<file path="src/sv/g3wf_pkg.sv">
// ----------------------------------------------------------------------------
// g3wf_pkg
// Shared constants, codes, types and helpers of the 3x3 gray window filter.
// ----------------------------------------------------------------------------
package g3wf_pkg;

  localparam int MAX_WIDTH  = 1024;
  localparam int MAX_HEIGHT = 4096;

  localparam int PIX_W     = 8;
  localparam int COL_W     = $clog2(MAX_WIDTH);
  localparam int ROW_W     = $clog2(MAX_HEIGHT);
  localparam int OUT_COL_W = 10;
  localparam int WREG_W    = 11;
  localparam int HREG_W    = 13;
  localparam int MODE_W    = 2;
  localparam int CFG_IDX_W = 2;
  localparam int CFG_DAT_W = 13;
  localparam int TDATA_W   = 32;

  // compare widths for column and row counters against the image size
  localparam int CW_W = (COL_W + 1 > WREG_W) ? COL_W + 1 : WREG_W;
  localparam int RH_W = (ROW_W + 1 > HREG_W) ? ROW_W + 1 : HREG_W;

  localparam int SUM_W  = 12;
  localparam int NSUM_W = 10;
  localparam int PROD_W = 24;

  // floor(x / 9) == (x * 3641) >> 15 for every x up to 2295
  localparam logic [SUM_W-1:0] RECIP    = 12'd3641;
  localparam int               RECIP_SH = 15;

  localparam int Q_DEPTH = 8;
  localparam int Q_AW    = $clog2(Q_DEPTH);
  localparam int Q_CNT_W = $clog2(Q_DEPTH + 1);

  localparam logic [MODE_W-1:0] MODE_BOX   = 2'd0;
  localparam logic [MODE_W-1:0] MODE_EDGE  = 2'd1;
  localparam logic [MODE_W-1:0] MODE_SHARP = 2'd2;
  localparam logic [MODE_W-1:0] MODE_INV   = 2'd3;

  localparam logic [CFG_IDX_W-1:0] CFG_WIDTH    = 2'd0;
  localparam logic [CFG_IDX_W-1:0] CFG_HEIGHT   = 2'd1;
  localparam logic [CFG_IDX_W-1:0] CFG_MAX_GRAY = 2'd2;
  localparam logic [CFG_IDX_W-1:0] CFG_MODE     = 2'd3;

  typedef struct packed {
    logic                 frame_last;
    logic [OUT_COL_W-1:0] col;
    logic [ROW_W-1:0]     row;
    logic [PIX_W-1:0]     gray;
  } result_t;

  typedef struct packed {
    logic [1:0]        cnt;
    result_t [2:0]     res;
  } entry_t;

  typedef struct packed {
    logic             valid;
    logic [PIX_W-1:0] pix;
    logic [ROW_W-1:0] row;
    logic [COL_W-1:0] col;
    logic             last_col;
    logic             last_row;
  } item_t;

  typedef struct packed {
    logic   push;
    logic   drop;
    entry_t entry;
  } win_out_t;

  typedef struct packed {
    logic pop;
    logic full;
  } q_stat_t;

  function automatic logic [PIX_W-1:0] inv_px(input logic [PIX_W-1:0] p,
                                              input logic [PIX_W-1:0] mg);
    return (p > mg) ? '0 : PIX_W'(mg - p);
  endfunction

endpackage

</file>
<file path="src/sv/g3wf_window.sv">
// ----------------------------------------------------------------------------
// g3wf_window
// 3x3 window registers, window arithmetic and result assembly per item.
// ----------------------------------------------------------------------------
module g3wf_window (
  input  logic                              clk,
  input  logic                              rst_n,
  input  g3wf_pkg::item_t                   s1,
  input  logic [g3wf_pkg::PIX_W-1:0]        up,
  input  logic [g3wf_pkg::PIX_W-1:0]        mid,
  input  logic [g3wf_pkg::CW_W-1:0]         w_eff,
  input  logic [g3wf_pkg::RH_W-1:0]         h_eff,
  input  logic [g3wf_pkg::PIX_W-1:0]        max_gray,
  input  logic [g3wf_pkg::MODE_W-1:0]       mode,
  output g3wf_pkg::win_out_t                win_out
);

  localparam int PIX_W     = g3wf_pkg::PIX_W;
  localparam int ROW_W     = g3wf_pkg::ROW_W;
  localparam int COL_W     = g3wf_pkg::COL_W;
  localparam int OUT_COL_W = g3wf_pkg::OUT_COL_W;
  localparam int CW_W      = g3wf_pkg::CW_W;
  localparam int RH_W      = g3wf_pkg::RH_W;
  localparam int SUM_W     = g3wf_pkg::SUM_W;
  localparam int NSUM_W    = g3wf_pkg::NSUM_W;
  localparam int PROD_W    = g3wf_pkg::PROD_W;

  typedef struct packed {
    logic             valid;
    logic [ROW_W-1:0] row;
    logic [COL_W-1:0] col;
    logic [PIX_W-1:0] mid;
    logic [PIX_W-1:0] pix;
    logic [2:0]       has;
    logic [2:0]       last;
    logic             border0;
  } pos_t;

  logic [PIX_W-1:0] win_r [9];

  pos_t              s2_r;
  pos_t              s2_nxt;
  pos_t              s3_r;
  logic [SUM_W-1:0]  sum9_r;
  logic [NSUM_W-1:0] nsum4_r;
  logic [PIX_W-1:0]  centre_r;

  // slide the window
  always_ff @(posedge clk) begin
    if (!rst_n) begin
      for (int i = 0; i < 9; i++) begin
        win_r[i] <= '0;
      end
    end else if (s1.valid) begin
      win_r[0] <= win_r[1];
      win_r[1] <= win_r[2];
      win_r[2] <= up;
      win_r[3] <= win_r[4];
      win_r[4] <= win_r[5];
      win_r[5] <= mid;
      win_r[6] <= win_r[7];
      win_r[7] <= win_r[8];
      win_r[8] <= s1.pix;
    end
  end

  logic r_nz, c_nz, r_ge_h, c_ge_w;

  always_comb begin
    r_nz   = (s1.row != '0);
    c_nz   = (s1.col != '0);
    r_ge_h = (RH_W'(s1.row) >= h_eff);
    c_ge_w = (CW_W'(s1.col) >= w_eff);
    s2_nxt.valid   = s1.valid;
    s2_nxt.row     = s1.row;
    s2_nxt.col     = s1.col;
    s2_nxt.mid     = mid;
    s2_nxt.pix     = s1.pix;
    s2_nxt.has     = {s1.last_row, r_nz && s1.last_col, r_nz && c_nz};
    s2_nxt.last    = {s1.last_row && s1.last_col, r_ge_h && s1.last_col, r_ge_h && c_ge_w};
    s2_nxt.border0 = (s1.row == ROW_W'(1)) || (s1.col == COL_W'(1)) || r_ge_h || c_ge_w;
  end

  always_ff @(posedge clk) begin
    if (!rst_n) begin
      s2_r <= '0;
      s3_r <= '0;
    end else begin
      s2_r <= s2_nxt;
      s3_r <= s2_r;
    end
  end

  // sums over the window after this item's shift
  always_ff @(posedge clk) begin
    sum9_r   <= (SUM_W'(win_r[0]) + SUM_W'(win_r[1]) + SUM_W'(win_r[2]))
              + (SUM_W'(win_r[3]) + SUM_W'(win_r[4]) + SUM_W'(win_r[5]))
              + (SUM_W'(win_r[6]) + SUM_W'(win_r[7]) + SUM_W'(win_r[8]));
    nsum4_r  <= (NSUM_W'(win_r[1]) + NSUM_W'(win_r[3]))
              + (NSUM_W'(win_r[5]) + NSUM_W'(win_r[7]));
    centre_r <= win_r[4];
  end

  logic [NSUM_W-1:0]     four_c;
  logic [NSUM_W-1:0]     lap_abs;
  logic [SUM_W-1:0]      dvd;
  logic [PROD_W-1:0]     prod;
  logic [PIX_W-1:0]      quot;
  logic [SUM_W-1:0]      ten_c;
  logic [SUM_W:0]        sharp;
  logic [PIX_W-1:0]      sharp_v;
  logic [PIX_W-1:0]      win_val;
  logic [PIX_W-1:0]      v0, v1, v2;
  g3wf_pkg::result_t     r0, r1, r2;
  g3wf_pkg::entry_t      entry;

  always_comb begin
    four_c  = {centre_r, 2'b00};
    lap_abs = (four_c >= nsum4_r) ? NSUM_W'(four_c - nsum4_r) : NSUM_W'(nsum4_r - four_c);
    dvd     = (mode == g3wf_pkg::MODE_BOX) ? sum9_r : SUM_W'(lap_abs);
    prod    = PROD_W'(dvd) * PROD_W'(g3wf_pkg::RECIP);
    quot    = prod[g3wf_pkg::RECIP_SH +: PIX_W];

    ten_c   = SUM_W'({centre_r, 3'b000}) + SUM_W'({centre_r, 1'b0});
    sharp   = {1'b0, ten_c} - {1'b0, sum9_r};
    if (sharp[SUM_W]) begin
      sharp_v = '0;
    end else if (sharp[SUM_W-1:0] > SUM_W'(max_gray)) begin
      sharp_v = max_gray;
    end else begin
      sharp_v = sharp[PIX_W-1:0];
    end

    unique case (mode)
      g3wf_pkg::MODE_BOX:   win_val = quot;
      g3wf_pkg::MODE_EDGE:  win_val = quot;
      g3wf_pkg::MODE_SHARP: win_val = sharp_v;
      g3wf_pkg::MODE_INV:   win_val = g3wf_pkg::inv_px(centre_r, max_gray);
      default:              win_val = '0;
    endcase

    if (mode == g3wf_pkg::MODE_INV) begin
      v0 = win_val;
      v1 = g3wf_pkg::inv_px(s3_r.mid, max_gray);
      v2 = g3wf_pkg::inv_px(s3_r.pix, max_gray);
    end else begin
      v0 = s3_r.border0 ? '0 : win_val;
      v1 = '0;
      v2 = '0;
    end

    r0.gray       = v0;
    r0.row        = ROW_W'(s3_r.row - ROW_W'(1));
    r0.col        = OUT_COL_W'(COL_W'(s3_r.col - COL_W'(1)));
    r0.frame_last = s3_r.last[0];
    r1.gray       = v1;
    r1.row        = ROW_W'(s3_r.row - ROW_W'(1));
    r1.col        = OUT_COL_W'(s3_r.col);
    r1.frame_last = s3_r.last[1];
    r2.gray       = v2;
    r2.row        = s3_r.row;
    r2.col        = OUT_COL_W'(s3_r.col);
    r2.frame_last = s3_r.last[2];

    // pack present results to the low slots
    entry.cnt    = 2'(s3_r.has[0]) + 2'(s3_r.has[1]) + 2'(s3_r.has[2]);
    entry.res[0] = s3_r.has[0] ? r0 : (s3_r.has[1] ? r1 : r2);
    entry.res[1] = (s3_r.has[0] && s3_r.has[1]) ? r1 : r2;
    entry.res[2] = r2;

    win_out.push  = s3_r.valid && (s3_r.has != 3'b000);
    win_out.drop  = s3_r.valid && (s3_r.has == 3'b000);
    win_out.entry = entry;
  end

endmodule

</file>
<file path="config.mk">
export PLATFORM = sky130hd
export DESIGN_NAME = g3wf_window
export DESIGN_NICKNAME = d
export VERILOG_FILES = /design/src/sv/g3wf_pkg.sv /design/src/sv/g3wf_window.sv
export SDC_FILE = /design/constraint.sdc
export NUM_CORES = 1
export LEC_CHECK = 0
export BUFFER_PORTS_ARGS = -buffer_cell sky130_fd_sc_hd__buf_2
export CAP_MARGIN = 20
export CELL_PAD_IN_SITES_DETAIL_PLACEMENT = 2
export CELL_PAD_IN_SITES_GLOBAL_PLACEMENT = 2
export CORE_UTILIZATION = 23
export CTS_CLUSTER_DIAMETER = 120
export DETAILED_ROUTE_END_ITERATION = 8
export GPL_TIMING_DRIVEN = 1
export PLACE_DENSITY_LB_ADDON = 0.1
export SKIP_LAST_GASP = 1
export SYNTH_ARGS = -nofsm -noshare
export SYNTH_HDL_FRONTEND = slang
export SYNTH_SLANG_ARGS = --single-unit
</file>
<file path="constraint.sdc">
create_clock -name clk -period 13.8 [get_ports clk]
set_input_delay 0.69 -clock clk [delete_from_list [all_inputs] [get_ports clk]]
set_output_delay 0.69 -clock clk [all_outputs]
set_load 0.01 [all_outputs]
</file>
==> results_dict.tcl <==
set metrics [dict create \
    numCtsBuffers 17 \
    crit_path_end_kind "output pin" \
    fin_worst_skew_ns 0.0164 \
    maxCapViolCount 0 \
    cp-startpoint "nsum4_r[3]" \
    rrSetupSlack_ns 9.37 \
    synth.distinct_cells 72 \
    cpMostUsedCell "inv_1" \
    io_buffers 181 \
    die_h_um 255 \
    syn_area_per_cell_um2 10.1 \
    regToRegStartpoint "win_r[0][10]" \
    vias 10557 \
    synth-edff-count 72 \
    critPathLaunchType "register" \
    slew_headroom 0.332 \
    yosys-top-cells-area "dfxtp_1 (17%), ha_1 (15%), edfxtp_1 (15%), fa_1 (14%), inv_1 (5.0%)" \
    ys_seq_elements 194 \
    postPlaceCellArea_um2 16300 \
    die-area_um2 64900 \
    gr-total-overflow 0 \
    drive_above_1_share 0.150 \
    layout.nets 1963 \
    wl_per_cell_um 19.1 \
    r2r-end "sum9_r[10]" \
    grt_pass1_wl_mm 71.7 \
    setup.worst_path.end "win_out[7]" \
    io_pins 182 \
    cts.sinks 194 \
    root_buffer "clkbuf_16" \
    hold_buffers 0 \
    reg2reg_depth 16 \
    tightest_slew_ns 0.977 \
    slowest_stage "fa_1" \
    syn_area_um2 14700 \
    clock_latency_ns 0.45 \
    post-place-cells 2418 \
    setup_tns_ns 0 \
    synth_top_area_share 0.166 \
    track_usage 0.148 \
    synth.most_common_cell "inv_1" \
    synthCells 1460 \
    async_flop_share 0 \
    wl_mm 46.9 \
    yosysWarnings 0 \
    rsz0062_at_grt "no" \
    routed_via_density 4.31 \
    syn_to_final_growth_pct 15.2 \
    fp-row-count 92 \
    cts_resized 0 \
    slew_violations 0 \
    cts_buffer_depth 2 \
    firstDrtPassIters 4 \
    post-route-period-util 0.649 \
    die_w_um 255 \
    drcViolationCount 0 \
    fin_crit_ns 8.95 \
    fin_cells 2452 \
    setup_violations 0 \
    cp_max_fo 17 \
    crit_type "register to output pin" \
    min_path_type "register to register" \
    postCtsSetupBuffers 0 \
    start_util 0.233 \
    path_clk_slew_ns 0.08 \
    antenna_found_initial 7 \
    htreeDepth 4 \
    grt_start_max_net_pins 88 \
    antenna_left 0 \
    yosysSeqAreaShare 0.313 \
    drt-initial-drc-count 373 \
    whs_ns 0.429 \
    coreArea_um2 63100 \
    synthesis.nets 1831 \
    synth_top_cell_by_area "dfxtp_1" \
    post-dp-hpwl_mm 39.5 \
    synth_top_cells_by_count "inv_1 (197), ha_1 (180), dfxtp_1 (122)" \
    status "finished clean" \
    synth_ff_type "dfxtp_1" \
    cts_tree "built" \
    routabilityCongestion 0.795 \
    fin_area_um2 16900 \
    max_stage_delay_ns 0.57 \
    max_freq_mhz 112 \
    grt_pass1_vias 11585 \
    final_hold_viol_count 0 \
    worstPathRequired_ns 13.11 \
    critPathArrivalTime_ns 8.26 \
]
## logic make-up (layout without fill, tap and decap cells)
kind of cell / count (synthesis) / count (layout) / synth area share
mux: 24 / 24 / 0.0180
simple gates: 389 / 389 / 0.145
flops: 194 / 194 / 0.313
fa+ha+maj: 286 / 286 / 0.298
buf+inv: 270 / 414 / 0.0780
xor+xnor: 80 / 80 / 0.0477
other cells: 0 / 2 / 0
compound gates: 217 / 217 / 0.101
## cells in the final DEF, fill, tap and decap left out, types with 11 or more instances in the layout
cell type    n
inv_1      197
ha_1       180
buf_2      180
dfxtp_1    122
fa_1       106
and2_1      85
and3_1      76
edfxtp_1    72
nand2_1     62
xnor2_1     51
nor2_1      51
o21ai_0     48
a21oi_1     46
xor2_1      29
nor3_1      22
a21o_1      19
o21a_1      18
nor2b_1     18
clkbuf_16   18
mux2i_1     17
nand3_1     15
nand2b_1    12
or3_1       11
## metrics by stage
stage	utilization	worst slack, ns
6_report	0.268	4.85
5_1_grt	0.268	4.19
3_3_place_gp	0.258	5.44
4_1_cts	0.268	4.71
3_5_place_dp	0.258	5.25
2_1_floorplan	-	6.17
## area by class of cell
type | instances | area (µm²)
Multi-Input combinational cell | 996 | 8960
Antenna cell | 2 | 5.00
Tap cell | 846 | 1060
Clock inverter | 13 | 149
Sequential cell | 194 | 4600
Clock buffer | 18 | 450
Timing Repair Buffer | 186 | 966
Fill cell | 7139 | 46200
Inverter | 197 | 739
## worst max-delay path: cells and delay by family, from the launching register on
family,cells,cell delay [ns]
adders and majority gates,7,3.11
xor gates and xnor gates,1,0.18
muxes,3,0.72
and+or+nand+nor,4,0.61
DFF,1,0.39
buffers and inverters,7,0.50
AOI/OAI and AO/OA,9,2.29
## state kept, by name (all words and copies together) (netlist names)
register	count
centre_r	8
nsum4_r	10
r0	1
r1	1
s2_r	46
s3_r	21
sum9_r	12
win_out	23
win_r	72
## how the worst min path moves through the flow
stage                             from           to  slack (ns)  cells past startpoint
final                         s2_r[44]  win_out[81]        0.43                      1
after floorplan           win_r[0][33]  centre_r[1]        0.36                      0
after detailed placement       s2_r[4]      s3_r[4]        0.42                      1
after CTS                        s1[0]      s2_r[6]        0.42                      2
after global placement        s2_r[25]  win_out[84]        0.42                      1
after global routing           s2_r[4]      s3_r[4]        0.44                      1
## layer usage
metal	vias up	global-route usage	share of wire
met5	-	0	0.00066
li1	5153	-	-
met2	99	0.241	0.47
met3	40	0.0149	0.016
met1	5259	0.208	0.50
met4	6	0.0392	0.016
Power is not shown: default switching activity piles up to over one toggle a cycle in this logic, so the estimate is an artifact.
