File: config.mk
export PLATFORM = sky130hd
export DESIGN_NAME = g3wf_out_queue
export DESIGN_NICKNAME = d
export VERILOG_FILES = /design/src/sv/g3wf_pkg.sv /design/src/sv/g3wf_out_queue.sv
export SDC_FILE = /design/constraint.sdc
export NUM_CORES = 1
export LEC_CHECK = 0
export BUFFER_PORTS_ARGS = -buffer_cell sky130_fd_sc_hd__buf_2
export CORE_MARGIN = 3
export CORE_UTILIZATION = 50
export DETAILED_ROUTE_END_ITERATION = 12
export GPL_TIMING_DRIVEN = 0
export PLACE_DENSITY = 0.67
export SETUP_SLACK_MARGIN = 0.5
export SLEW_MARGIN = 0
export SYNTH_ARGS = -nofsm -noshare
export SYNTH_HDL_FRONTEND = slang
export SYNTH_SLANG_ARGS = --single-unit
File: constraint.sdc
create_clock -name clk -period 10.1 [get_ports clk]
set_clock_uncertainty 0.2 [all_clocks]
set_input_delay 0 -clock clk [delete_from_list [all_inputs] [get_ports clk]]
set_output_delay 0 -clock clk [all_outputs]
set_load 0.01 [all_outputs]
File: src/sv/g3wf_pkg.sv
// ----------------------------------------------------------------------------
// g3wf_pkg
// Shared constants, codes, types and helpers of the 3x3 gray window filter.
// ----------------------------------------------------------------------------
package g3wf_pkg;

  localparam int MAX_WIDTH  = 1024;
  localparam int MAX_HEIGHT = 4096;

  localparam int PIX_W     = 8;
  localparam int COL_W     = $clog2(MAX_WIDTH);
  localparam int ROW_W     = $clog2(MAX_HEIGHT);
  localparam int OUT_COL_W = 10;
  localparam int WREG_W    = 11;
  localparam int HREG_W    = 13;
  localparam int MODE_W    = 2;
  localparam int CFG_IDX_W = 2;
  localparam int CFG_DAT_W = 13;
  localparam int TDATA_W   = 32;

  // compare widths for column and row counters against the image size
  localparam int CW_W = (COL_W + 1 > WREG_W) ? COL_W + 1 : WREG_W;
  localparam int RH_W = (ROW_W + 1 > HREG_W) ? ROW_W + 1 : HREG_W;

  localparam int SUM_W  = 12;
  localparam int NSUM_W = 10;
  localparam int PROD_W = 24;

  // floor(x / 9) == (x * 3641) >> 15 for every x up to 2295
  localparam logic [SUM_W-1:0] RECIP    = 12'd3641;
  localparam int               RECIP_SH = 15;

  localparam int Q_DEPTH = 8;
  localparam int Q_AW    = $clog2(Q_DEPTH);
  localparam int Q_CNT_W = $clog2(Q_DEPTH + 1);

  localparam logic [MODE_W-1:0] MODE_BOX   = 2'd0;
  localparam logic [MODE_W-1:0] MODE_EDGE  = 2'd1;
  localparam logic [MODE_W-1:0] MODE_SHARP = 2'd2;
  localparam logic [MODE_W-1:0] MODE_INV   = 2'd3;

  localparam logic [CFG_IDX_W-1:0] CFG_WIDTH    = 2'd0;
  localparam logic [CFG_IDX_W-1:0] CFG_HEIGHT   = 2'd1;
  localparam logic [CFG_IDX_W-1:0] CFG_MAX_GRAY = 2'd2;
  localparam logic [CFG_IDX_W-1:0] CFG_MODE     = 2'd3;

  typedef struct packed {
    logic                 frame_last;
    logic [OUT_COL_W-1:0] col;
    logic [ROW_W-1:0]     row;
    logic [PIX_W-1:0]     gray;
  } result_t;

  typedef struct packed {
    logic [1:0]        cnt;
    result_t [2:0]     res;
  } entry_t;

  typedef struct packed {
    logic             valid;
    logic [PIX_W-1:0] pix;
    logic [ROW_W-1:0] row;
    logic [COL_W-1:0] col;
    logic             last_col;
    logic             last_row;
  } item_t;

  typedef struct packed {
    logic   push;
    logic   drop;
    entry_t entry;
  } win_out_t;

  typedef struct packed {
    logic pop;
    logic full;
  } q_stat_t;

  function automatic logic [PIX_W-1:0] inv_px(input logic [PIX_W-1:0] p,
                                              input logic [PIX_W-1:0] mg);
    return (p > mg) ? '0 : PIX_W'(mg - p);
  endfunction

endpackage

File: src/sv/g3wf_out_queue.sv
// ----------------------------------------------------------------------------
// g3wf_out_queue
// Queue of per-item result groups, serialized into one output register.
// ----------------------------------------------------------------------------
module g3wf_out_queue (
  input  logic                               clk,
  input  logic                               rst_n,
  input  g3wf_pkg::win_out_t                 win_out,
  output logic                               out_tvalid,
  input  logic                               out_tready,
  output logic [g3wf_pkg::TDATA_W-1:0]       out_tdata,
  output logic                               out_tlast,
  output g3wf_pkg::q_stat_t                  q_stat
);

  localparam int Q_DEPTH = g3wf_pkg::Q_DEPTH;
  localparam int Q_AW    = g3wf_pkg::Q_AW;
  localparam int Q_CNT_W = g3wf_pkg::Q_CNT_W;
  localparam int RES_W   = $bits(g3wf_pkg::result_t) - 1;

  g3wf_pkg::entry_t  q_mem [Q_DEPTH];
  logic [Q_AW-1:0]   wr_ptr_r;
  logic [Q_AW-1:0]   rd_ptr_r;
  logic [Q_CNT_W-1:0] cnt_r;
  logic [1:0]        slot_r;
  logic              out_valid_r;
  g3wf_pkg::result_t out_res_r;

  g3wf_pkg::entry_t  head;
  g3wf_pkg::result_t cur;
  logic              load;
  logic              pop;

  always_comb begin
    head = q_mem[rd_ptr_r];
    cur  = head.res[slot_r];
    load = (cnt_r != '0) && (!out_valid_r || out_tready);
    pop  = load && (2'(slot_r + 2'd1) == head.cnt);
  end

  always_ff @(posedge clk) begin
    if (win_out.push) begin
      q_mem[wr_ptr_r] <= win_out.entry;
    end
    if (load) begin
      out_res_r <= cur;
    end
  end

  always_ff @(posedge clk) begin
    if (!rst_n) begin
      wr_ptr_r    <= '0;
      rd_ptr_r    <= '0;
      cnt_r       <= '0;
      slot_r      <= '0;
      out_valid_r <= 1'b0;
    end else begin
      if (win_out.push) begin
        wr_ptr_r <= Q_AW'(wr_ptr_r + Q_AW'(1));
      end
      if (pop) begin
        rd_ptr_r <= Q_AW'(rd_ptr_r + Q_AW'(1));
        slot_r   <= '0;
      end else if (load) begin
        slot_r <= 2'(slot_r + 2'd1);
      end
      cnt_r <= Q_CNT_W'(cnt_r + Q_CNT_W'(win_out.push) - Q_CNT_W'(pop));
      if (load) begin
        out_valid_r <= 1'b1;
      end else if (out_tready) begin
        out_valid_r <= 1'b0;
      end
    end
  end

  assign out_tvalid  = out_valid_r;
  assign out_tdata   = g3wf_pkg::TDATA_W'(out_res_r[RES_W-1:0]);
  assign out_tlast   = out_res_r.frame_last;
  assign q_stat.pop  = pop;
  assign q_stat.full = (cnt_r == Q_CNT_W'(Q_DEPTH));

endmodule

==> impl_metrics.tcl, run 1 <==
set metrics [dict create \
    numClockSinks 807 \
    p_int_mw 6.38 \
    drt_first_pass_iters 7 \
    hold_viol_final 0 \
    place_hpwl_microns 44700 \
    antenna_found_initial 6 \
    slew_violations 0 \
    drt_iter0_drc 1309 \
    tightest_slew_ns 1.01 \
    coreArea_sq_um 60600 \
    final_area_sq_um 37100 \
    worstPathArrival_ns 4.18 \
    p_per_area_nw_per_um2 231 \
    syn_avg_cell_area_sq_um 23.0 \
    track_usage 0.215 \
    tritoncts "yes" \
    cts_buffers 79 \
    async_reset_ff_frac 0 \
    drt_wl_total_microns 67300 \
    crit_path_max_fanout 10 \
    io_pins 136 \
    worstHoldPathCells 2 \
    period_needed_ns 3.87 \
    leakagePower_nw 11.9 \
    pre_cts_ws_ns 6.82 \
    die_area_sq_um 64400 \
    p_switching_mw 2.19 \
    seq_power_share 0.461 \
    ys_seq_elements 807 \
    crit_type "flop to flop" \
    clk_pin_slew_ns 0.06 \
    grt_max_degree 25 \
    netlist_instances 1336 \
    multiInputGateArea_sq_um 6290 \
    clock_power_share 0.331 \
    clock.fmax_mhz 258 \
    synth-seq-area-share 0.784 \
    reg2reg_depth 11 \
    routed_via_density 5.81 \
    fin_crit_sh 0.383 \
    gp_congestion 0.723 \
    fin_util 0.612 \
    num_vias 15000 \
    routedWlPerCell_microns 26.1 \
    start_kind "flop" \
    rsz0062_at_grt "false" \
    maxCapViolCount 0 \
    synth.distinct_cells 34 \
    grt_overflow 0 \
    clk_latency_ns 0.62 \
    route.detailed.drc 0 \
    post_dp_cell_area_sq_um 33300 \
    outcome "finished clean" \
    cts_resized 0 \
    antenna_left 0 \
    area_delta_synth_final_pct 20.9 \
    drive_above_1_share 0.308 \
    io_buffers 132 \
    start_util 0.507 \
    grt_pass1_wl_microns 100000 \
    die_h_microns 254 \
    slew_headroom 0.328 \
    cts_buffer_depth 3 \
    holdWs_ns 0.0188 \
    setup_viol 0 \
    syn_area_sq_um 30700 \
    fin_ws_ns 6.23 \
    p_comb_frac 0.208 \
    hold_class "primary input to flop" \
    synth_edf_count 791 \
    synth_top_flop_cell "edfxtp_1" \
    cts-root-buf "clkbuf_16" \
    end_kind "flop" \
    p_sw_frac 0.255 \
    num_rows 90 \
    ir_worst_vdd_v 0.000125 \
    regArea_sq_um 24100 \
    fill_cells 4202 \
    fin_nets 1843 \
    first_global_vias 15700 \
    crit_required_ns 10.41 \
    htree_levels 3 \
    die_w_microns 254 \
    yosys_warnings 0 \
]
-- cell usage in the layout (no fill, tap or decap), drive strengths merged, types with 2 or more instances in the layout --
| cell | Yosys | final |
|---|---|---|
| edfxtp | 791 | 791 |
| buf | 39 | 222 |
| mux4 | 189 | 189 |
| dlygate4sd3 | 0 | 133 |
| clkbuf | 30 | 126 |
| mux2i | 72 | 72 |
| nor2 | 45 | 45 |
| clkinv | 1 | 37 |
| a21oi | 36 | 36 |
| mux2 | 31 | 31 |
| o22ai | 31 | 31 |
| dfxtp | 16 | 16 |
| inv | 8 | 11 |
| nand2b | 8 | 8 |
| ha | 8 | 8 |
| nand2 | 7 | 7 |
| bufinv | 0 | 6 |
| diode | 0 | 4 |
| xnor2 | 4 | 4 |
| nor3 | 3 | 3 |
| nor3b | 2 | 2 |
| xor2 | 2 | 2 |
| and3 | 2 | 2 |
| and2 | 2 | 2 |
| conb | 1 | 2 |
-- worst paths after layout --
kind | start | slack, ns | end
worst min-delay path | win_out[45] | 0.02 | q_mem[1][45]
worst max register to register | flop | 6.23 | cnt_r[1]
worst max-delay path | flop | 6.23 | cnt_r[1]
worst min register to register | rd_ptr_r[2] | 0.29 | rd_ptr_r[2]
-- layer usage --
metal,vias to the layer above,share of wire,global-route usage
met5,-,0.00034,0
met4,4,0.017,0.0595
met3,87,0.071,0.0462
met2,540,0.51,0.355
met1,7926,0.41,0.295
li1,6439,-,-
-- registers in the layout (all words and copies together), names as in the netlist, named ones only --
name,cells
q_mem,760
slot_r,2
wr_ptr_r,3
out_tlast,1
cnt_r,4
out_tvalid,1
out_tdata,30
rd_ptr_r,3
-- synth_stat cells, drive strengths merged (2+ instances only) --
master    n  area share
buf      39      0.0080
and2      2     0.00041
nor3b     2     0.00049
clkbuf   30      0.0037
xnor2     4      0.0011
nor3      3     0.00049
mux2     31       0.011
o22ai    31      0.0063
mux2i    72       0.024
ha        8      0.0033
a21oi    36      0.0059
mux4    189        0.14
edfxtp  791        0.77
dfxtp    16       0.010
nand2     7     0.00086
nor2     45      0.0055
and3      2     0.00041
nand2b    8      0.0016
xor2      2     0.00057
inv       8     0.00098
-- final cells by class --
cell class                      instances  area share
Tap cell                              782      0.0264
Multi-Input combinational cell        452       0.170
Sequential cell                       807       0.649
Timing Repair Buffer                  316      0.0772
Clock inverter                         46     0.00995
Antenna cell                            4    0.000270
Clock buffer                           96      0.0573
Buffer                                 69     0.00965
Inverter                                9    0.000911
-- metrics by stage --
stage	TNS, ns	cells	power (mW)
floorplan	0	1337	5.19
global placement	-864.46	2251	5.74
detailed placement	0	2302	5.77
CTS	0	2577	8.65
global route	0	2579	8.91
finish	0	2581	8.56
-- repair_timing --
| action | CTS | global route |
|---|---|---|
| setup buffers | 0 | 0 |
| hold buffers | 133 | 0 |
| hold endpoints to repair | 783 | 0 |
-- critical path, stage by stage, from the launching register on --
cell           delay [ns]
dfxtp_1              0.32
buf_6                0.15
mux4_2               0.52
mux2i_2              0.29
xor2_1               0.15
nor2_1               0.43
ha_1                 0.32
inv_1                0.06
ha_1                 0.18
fa_1                 0.42
and2_1               0.17
dlygate4sd3_1        0.55
-- cells by family (layout without fill, tap and decap cells) --
logic type      after synthesis  after routing  synth area share
xor+xnor                      6              6           0.00171
other cells                   1              6          0.000122
buf+inv                      78            536            0.0128
simple gates                 72             72            0.0104
compound gates               71             71            0.0131
flops                       807            807             0.784
fa+ha+maj                     9              9           0.00391
mux                         292            292             0.174
-- power groups by stage --
stage               Clock [mW]  Sequential [mW]  Combinational (mW)
detailed placement           0             4.02                1.75
floorplan                    0             4.05                1.14
finish                    2.83             3.95                1.78
global route              3.03             3.96                1.92
CTS                       2.89             3.95                1.81
global placement             0             4.05                1.69
Power figures use the tool's default switching activity.
==> run 2: changes to the inputs <==
Clock period 10.1 ns to 3.65 ns, I/O delays scaled along.
==> impl_metrics.tcl, run 2 (synthesis gave the netlist of run 1 again) <==
set metrics [dict create \
    tns_ns 0 \
    die_area_sq_um 64400 \
    final_common_cell "edfxtp_1" \
    grt_pass1_wl_microns 101000 \
    cpMaxStageDelayCell "buf_1" \
    leakagePower_nw 11.8 \
    power_mw 23.5 \
    gp_congestion 0.739 \
    antenna_found_initial 4 \
    grt_overflow 0 \
    worstHoldStart "win_out[39]" \
    track_usage 0.215 \
    drt_first_pass_iters 5 \
    final_cells 2569 \
    hold_class "primary input to flop" \
    clock.fmax_mhz 330 \
    antenna_left 0 \
    io_buffers 132 \
    start_kind "flop" \
    fin_util 0.612 \
    pre_cts_ws_ns 0.304 \
    holdWs_ns 0.0216 \
    slew_violations 0 \
    io_pins 136 \
    clk_pin_slew_ns 0.06 \
    final_area_sq_um 37100 \
    worstHoldPathCells 2 \
    htree_levels 3 \
    cts_buffers 79 \
    grt_max_degree 34 \
    crit_path_max_fanout 10 \
    end_kind "flop" \
    num_vias 15000 \
    route.detailed.drc 0 \
    hold_end "q_mem[6][39]" \
    crit_type "flop to flop" \
    area_delta_synth_final_pct 20.8 \
    tritoncts "yes" \
    crit_required_ns 3.77 \
    routedWlPerCell_microns 26.3 \
    die_h_microns 254 \
    fin_ws_ns 0.616 \
    drive_above_1_share 0.308 \
    num_rows 90 \
    r2r-end "out_tdata[12]" \
    cp_cell_sequence "buf_2 > buf_1 > mux4_2 > mux2i_1 > nor2_1 > a21oi_1 > o22ai_1" \
    dp.cells 2290 \
    routed_via_density 5.83 \
    largest_reg_flops 760 \
    die_w_microns 254 \
    cpPeakStageDelay_ns 0.56 \
    rsz0062_at_grt "true" \
    hold_viol_final 0 \
    place_hpwl_microns 43200 \
    ir_worst_vdd_v 0.000387 \
    first_global_vias 15600 \
    period_needed_ns 3.03 \
    slew_headroom 0.338 \
    reg2reg_slack_ns 0.62 \
    clk_latency_ns 0.62 \
    numClockSinks 807 \
    fin_nets 1833 \
    cpLargestDelayFamily "buffers and inverters" \
    post_dp_cell_area_sq_um 33300 \
    p_per_area_nw_per_um2 633 \
    maxCapViolCount 0 \
    fin_crit_sh 0.831 \
    cts_buffer_depth 3 \
    drt_iter0_drc 1579 \
    coreArea_sq_um 60600 \
    tightest_slew_ns 0.991 \
    setup_viol 0 \
    drt_wl_total_microns 67500 \
    largest_register "q_mem" \
    cts-root-buf "clkbuf_16" \
    reg2reg_depth 7 \
    worstPathArrival_ns 3.16 \
    final_cell_mix "edfxtp_1 (791), mux4_2 (189), buf_2 (146)" \
    start_util 0.507 \
    outcome "finished clean" \
    cp_num_buf_inv 2 \
]
run 2: cell type report:
cell class	count	area (sq um)
Buffer	69	365
Fill cell	4135	23500
Clock buffer	106	2120
Multi-Input combinational cell	452	6350
Clock inverter	36	254
Inverter	9	33.8
Sequential cell	807	24100
Tap cell	782	978
Antenna cell	2	5.00
Timing Repair Buffer	306	2890
run 2: routing by layer:
layer  up-vias  global-route usage  wire length, microns  part of all wire
met5         -                   0                    27           0.00040
met4         4              0.0675                  1550             0.023
met3       107              0.0422                  5060             0.075
met2       583               0.349                 33600              0.50
met1      7874               0.301                 27300              0.40
li1       6406                   -                     -                 -
run 2: power breakdown:
group,total [mW],internal [mW],switching (mW),leakage (nW)
clock network,7.53,4.29,3.24,1.15
logic,5.01,2.35,2.66,3.32
registers,10.9,10.8,0.156,7.34
run 2: how the worst max path moves through the flow:
| stage | end | cells past startpoint | startpoint |
|---|---|---|---|
| 2_1_floorplan | q_mem[3][0] | 2 | wr_ptr_r[1] |
| 3_3_place_gp | q_mem[6][51] | 2 | wr_ptr_r[1] |
| 3_5_place_dp | out_tdata[20] | 5 | flop |
| 4_1_cts | cnt_r[2] | 11 | flop |
| 5_1_grt | out_tdata[12] | 7 | flop |
| 6_report | out_tdata[12] | 7 | flop |
run 2: timing repair:
action                     4_1_cts  5_1_grt
hold endpoints to repair       876        0
pin swaps                        0        2
hold buffers                   129        0
setup buffers                    0        6
gates resized for setup          5       12
setup endpoints to repair        7       17
==> run 3: changes to the inputs <==
Settings changed: PLACE_DENSITY 0.67 to 0.69.
Clock period 3.65 ns to 2.5 ns, I/O delays scaled along.
==> impl_metrics.tcl, run 3 (synthesis gave the netlist of run 1 again) <==
set metrics [dict create \
    largest_register "q_mem" \
    maxCapViolCount 0 \
    place_hpwl_microns 44100 \
    cpPeakStageDelay_ns 0.53 \
    final_area_sq_um 39900 \
    cpMaxStageDelayCell "mux4_2" \
    cpLargestDelayFamily "adder cells" \
    violations "setup timing" \
    fin_ws_ns -0.314 \
    die_w_microns 254 \
    final_cell_mix "edfxtp_1 (791), mux4_2 (189), dlygate4sd3_1 (142)" \
    clock.fmax_mhz 355 \
    grt_overflow 0 \
    numClockSinks 807 \
    period_needed_ns 2.81 \
    tightest_slew_ns 0.923 \
    leakagePower_nw 13.0 \
    io_pins 136 \
    hold_viol_final 0 \
    coreArea_sq_um 60600 \
    antenna_left 0 \
    worstPathArrival_ns 3.11 \
    end_kind "flop" \
    htree_levels 3 \
    antenna_found_initial 6 \
    outcome "complete, but fails checks" \
    routedWlPerCell_microns 27.7 \
    crit_path_max_fanout 5 \
    crit_required_ns 2.79 \
    largest_reg_flops 760 \
    grt_max_degree 26 \
    start_util 0.507 \
    reg2reg_slack_ns -0.31 \
    tritoncts "yes" \
    routed_via_density 5.88 \
    route.detailed.drc 0 \
    clk_pin_slew_ns 0.06 \
    slew_headroom 0.385 \
    drt_iter0_drc 1679 \
    drt_wl_total_microns 74600 \
    gp_congestion 0.751 \
    cp_cell_sequence "buf_8 > mux4_2 > mux2i_4 > xor2_2 > nor2_4 > ha_4 > inv_2 > ha_4 > fa_2 > xnor2_2 > nor2_1" \
    pre_cts_ws_ns -0.743 \
    start_kind "flop" \
    area_delta_synth_final_pct 30.1 \
    fin_nets 1946 \
    post_dp_cell_area_sq_um 33700 \
    rsz0062_at_grt "true" \
    drive_above_1_share 0.407 \
    die_area_sq_um 64400 \
    setup_viol 35 \
    die_h_microns 254 \
    num_rows 90 \
    cp_num_buf_inv 2 \
    cts_buffer_depth 3 \
    clk_latency_ns 0.63 \
    crit_type "flop to flop" \
    ir_worst_vdd_v 0.000651 \
    track_usage 0.233 \
    cts_buffers 82 \
    drt_first_pass_iters 5 \
    io_buffers 132 \
    fin_crit_sh 1.13 \
    dp.cells 2291 \
    cts-root-buf "clkbuf_16" \
    first_global_vias 16400 \
    grt_pass1_wl_microns 108000 \
    power_mw 39.2 \
    final_common_cell "edfxtp_1" \
    cpMostUsedCell "ha_4" \
    p_per_area_nw_per_um2 981 \
    final_cells 2688 \
    hold_class "primary input to flop" \
    slew_violations 0 \
    num_vias 15800 \
]
-- run 3: changes by cell type in the layout (fill, tap and decap cells not counted), moves of 16 or more --
cell and change:
buf_16 +16, buf_6 +24, clkbuf_1 -30, a21oi_1 -30
mux2i_1 -20, a21oi_2 +16, buf_12 +32, buf_4 +29
-- run 3: area by class of cell --
type                       count  area (sq um)
sequential                   807         24100
fill                        3812         20600
multi-input combinational    453          7000
timing repair buffer         414          4420
clock buffer                 100          2230
tap                          782           978
buffer                        69           734
clock inverter                49           433
inverter                       9          40.0
antenna                        4          10.0
timing repair inverter         1          7.51
-- run 3: final timing paths --
path                                      to        start  cells past startpoint
worst min-delay path            q_mem[6][41]  win_out[41]                      2
worst max register to register      cnt_r[2]         flop                     11
worst max-delay path                cnt_r[2]         flop                     11
worst min register to register   rd_ptr_r[2]  rd_ptr_r[2]                      2
-- run 3: routing by layer --
| layer | global-route usage | share of wire | up-vias |
|---|---|---|---|
| li1 | - | - | 6680 |
| met1 | 0.310 | 0.39 | 8340 |
| met2 | 0.395 | 0.51 | 660 |
| met3 | 0.0501 | 0.073 | 113 |
| met4 | 0.0588 | 0.023 | 4 |
| met5 | 0 | 0.00032 | - |
-- run 3: where the power goes --
part           internal [mW]  leakage (nW)  switching (mW)
sequential              15.7          7.35           0.269
clock                   7.14          1.30            4.95
combinational           6.02          4.40            5.05
-- run 3: timing repair --
item | 4_1_cts | 5_1_grt
resized for setup | 171 | 59
buffers inserted | 64 | 19
hold buffers | 142 | 0
pin swaps | 32 | 25
gates cloned | 12 | 7
endpoints found under the hold margin | 927 | 0
endpoints found under the setup margin | 382 | 114
-- run 3: per-stage QoR --
step | hold WS [ns] | util | setup TNS, ns
after floorplan | -0.101 | - | -207.12
after global placement | 0.0553 | 0.541 | -1457.70
after detailed placement | 0.0700 | 0.555 | -23.02
after CTS | 0.000158 | 0.649 | -3.95
after global routing | 0.00805 | 0.659 | -6.73
final | 0.0112 | 0.659 | -4.96
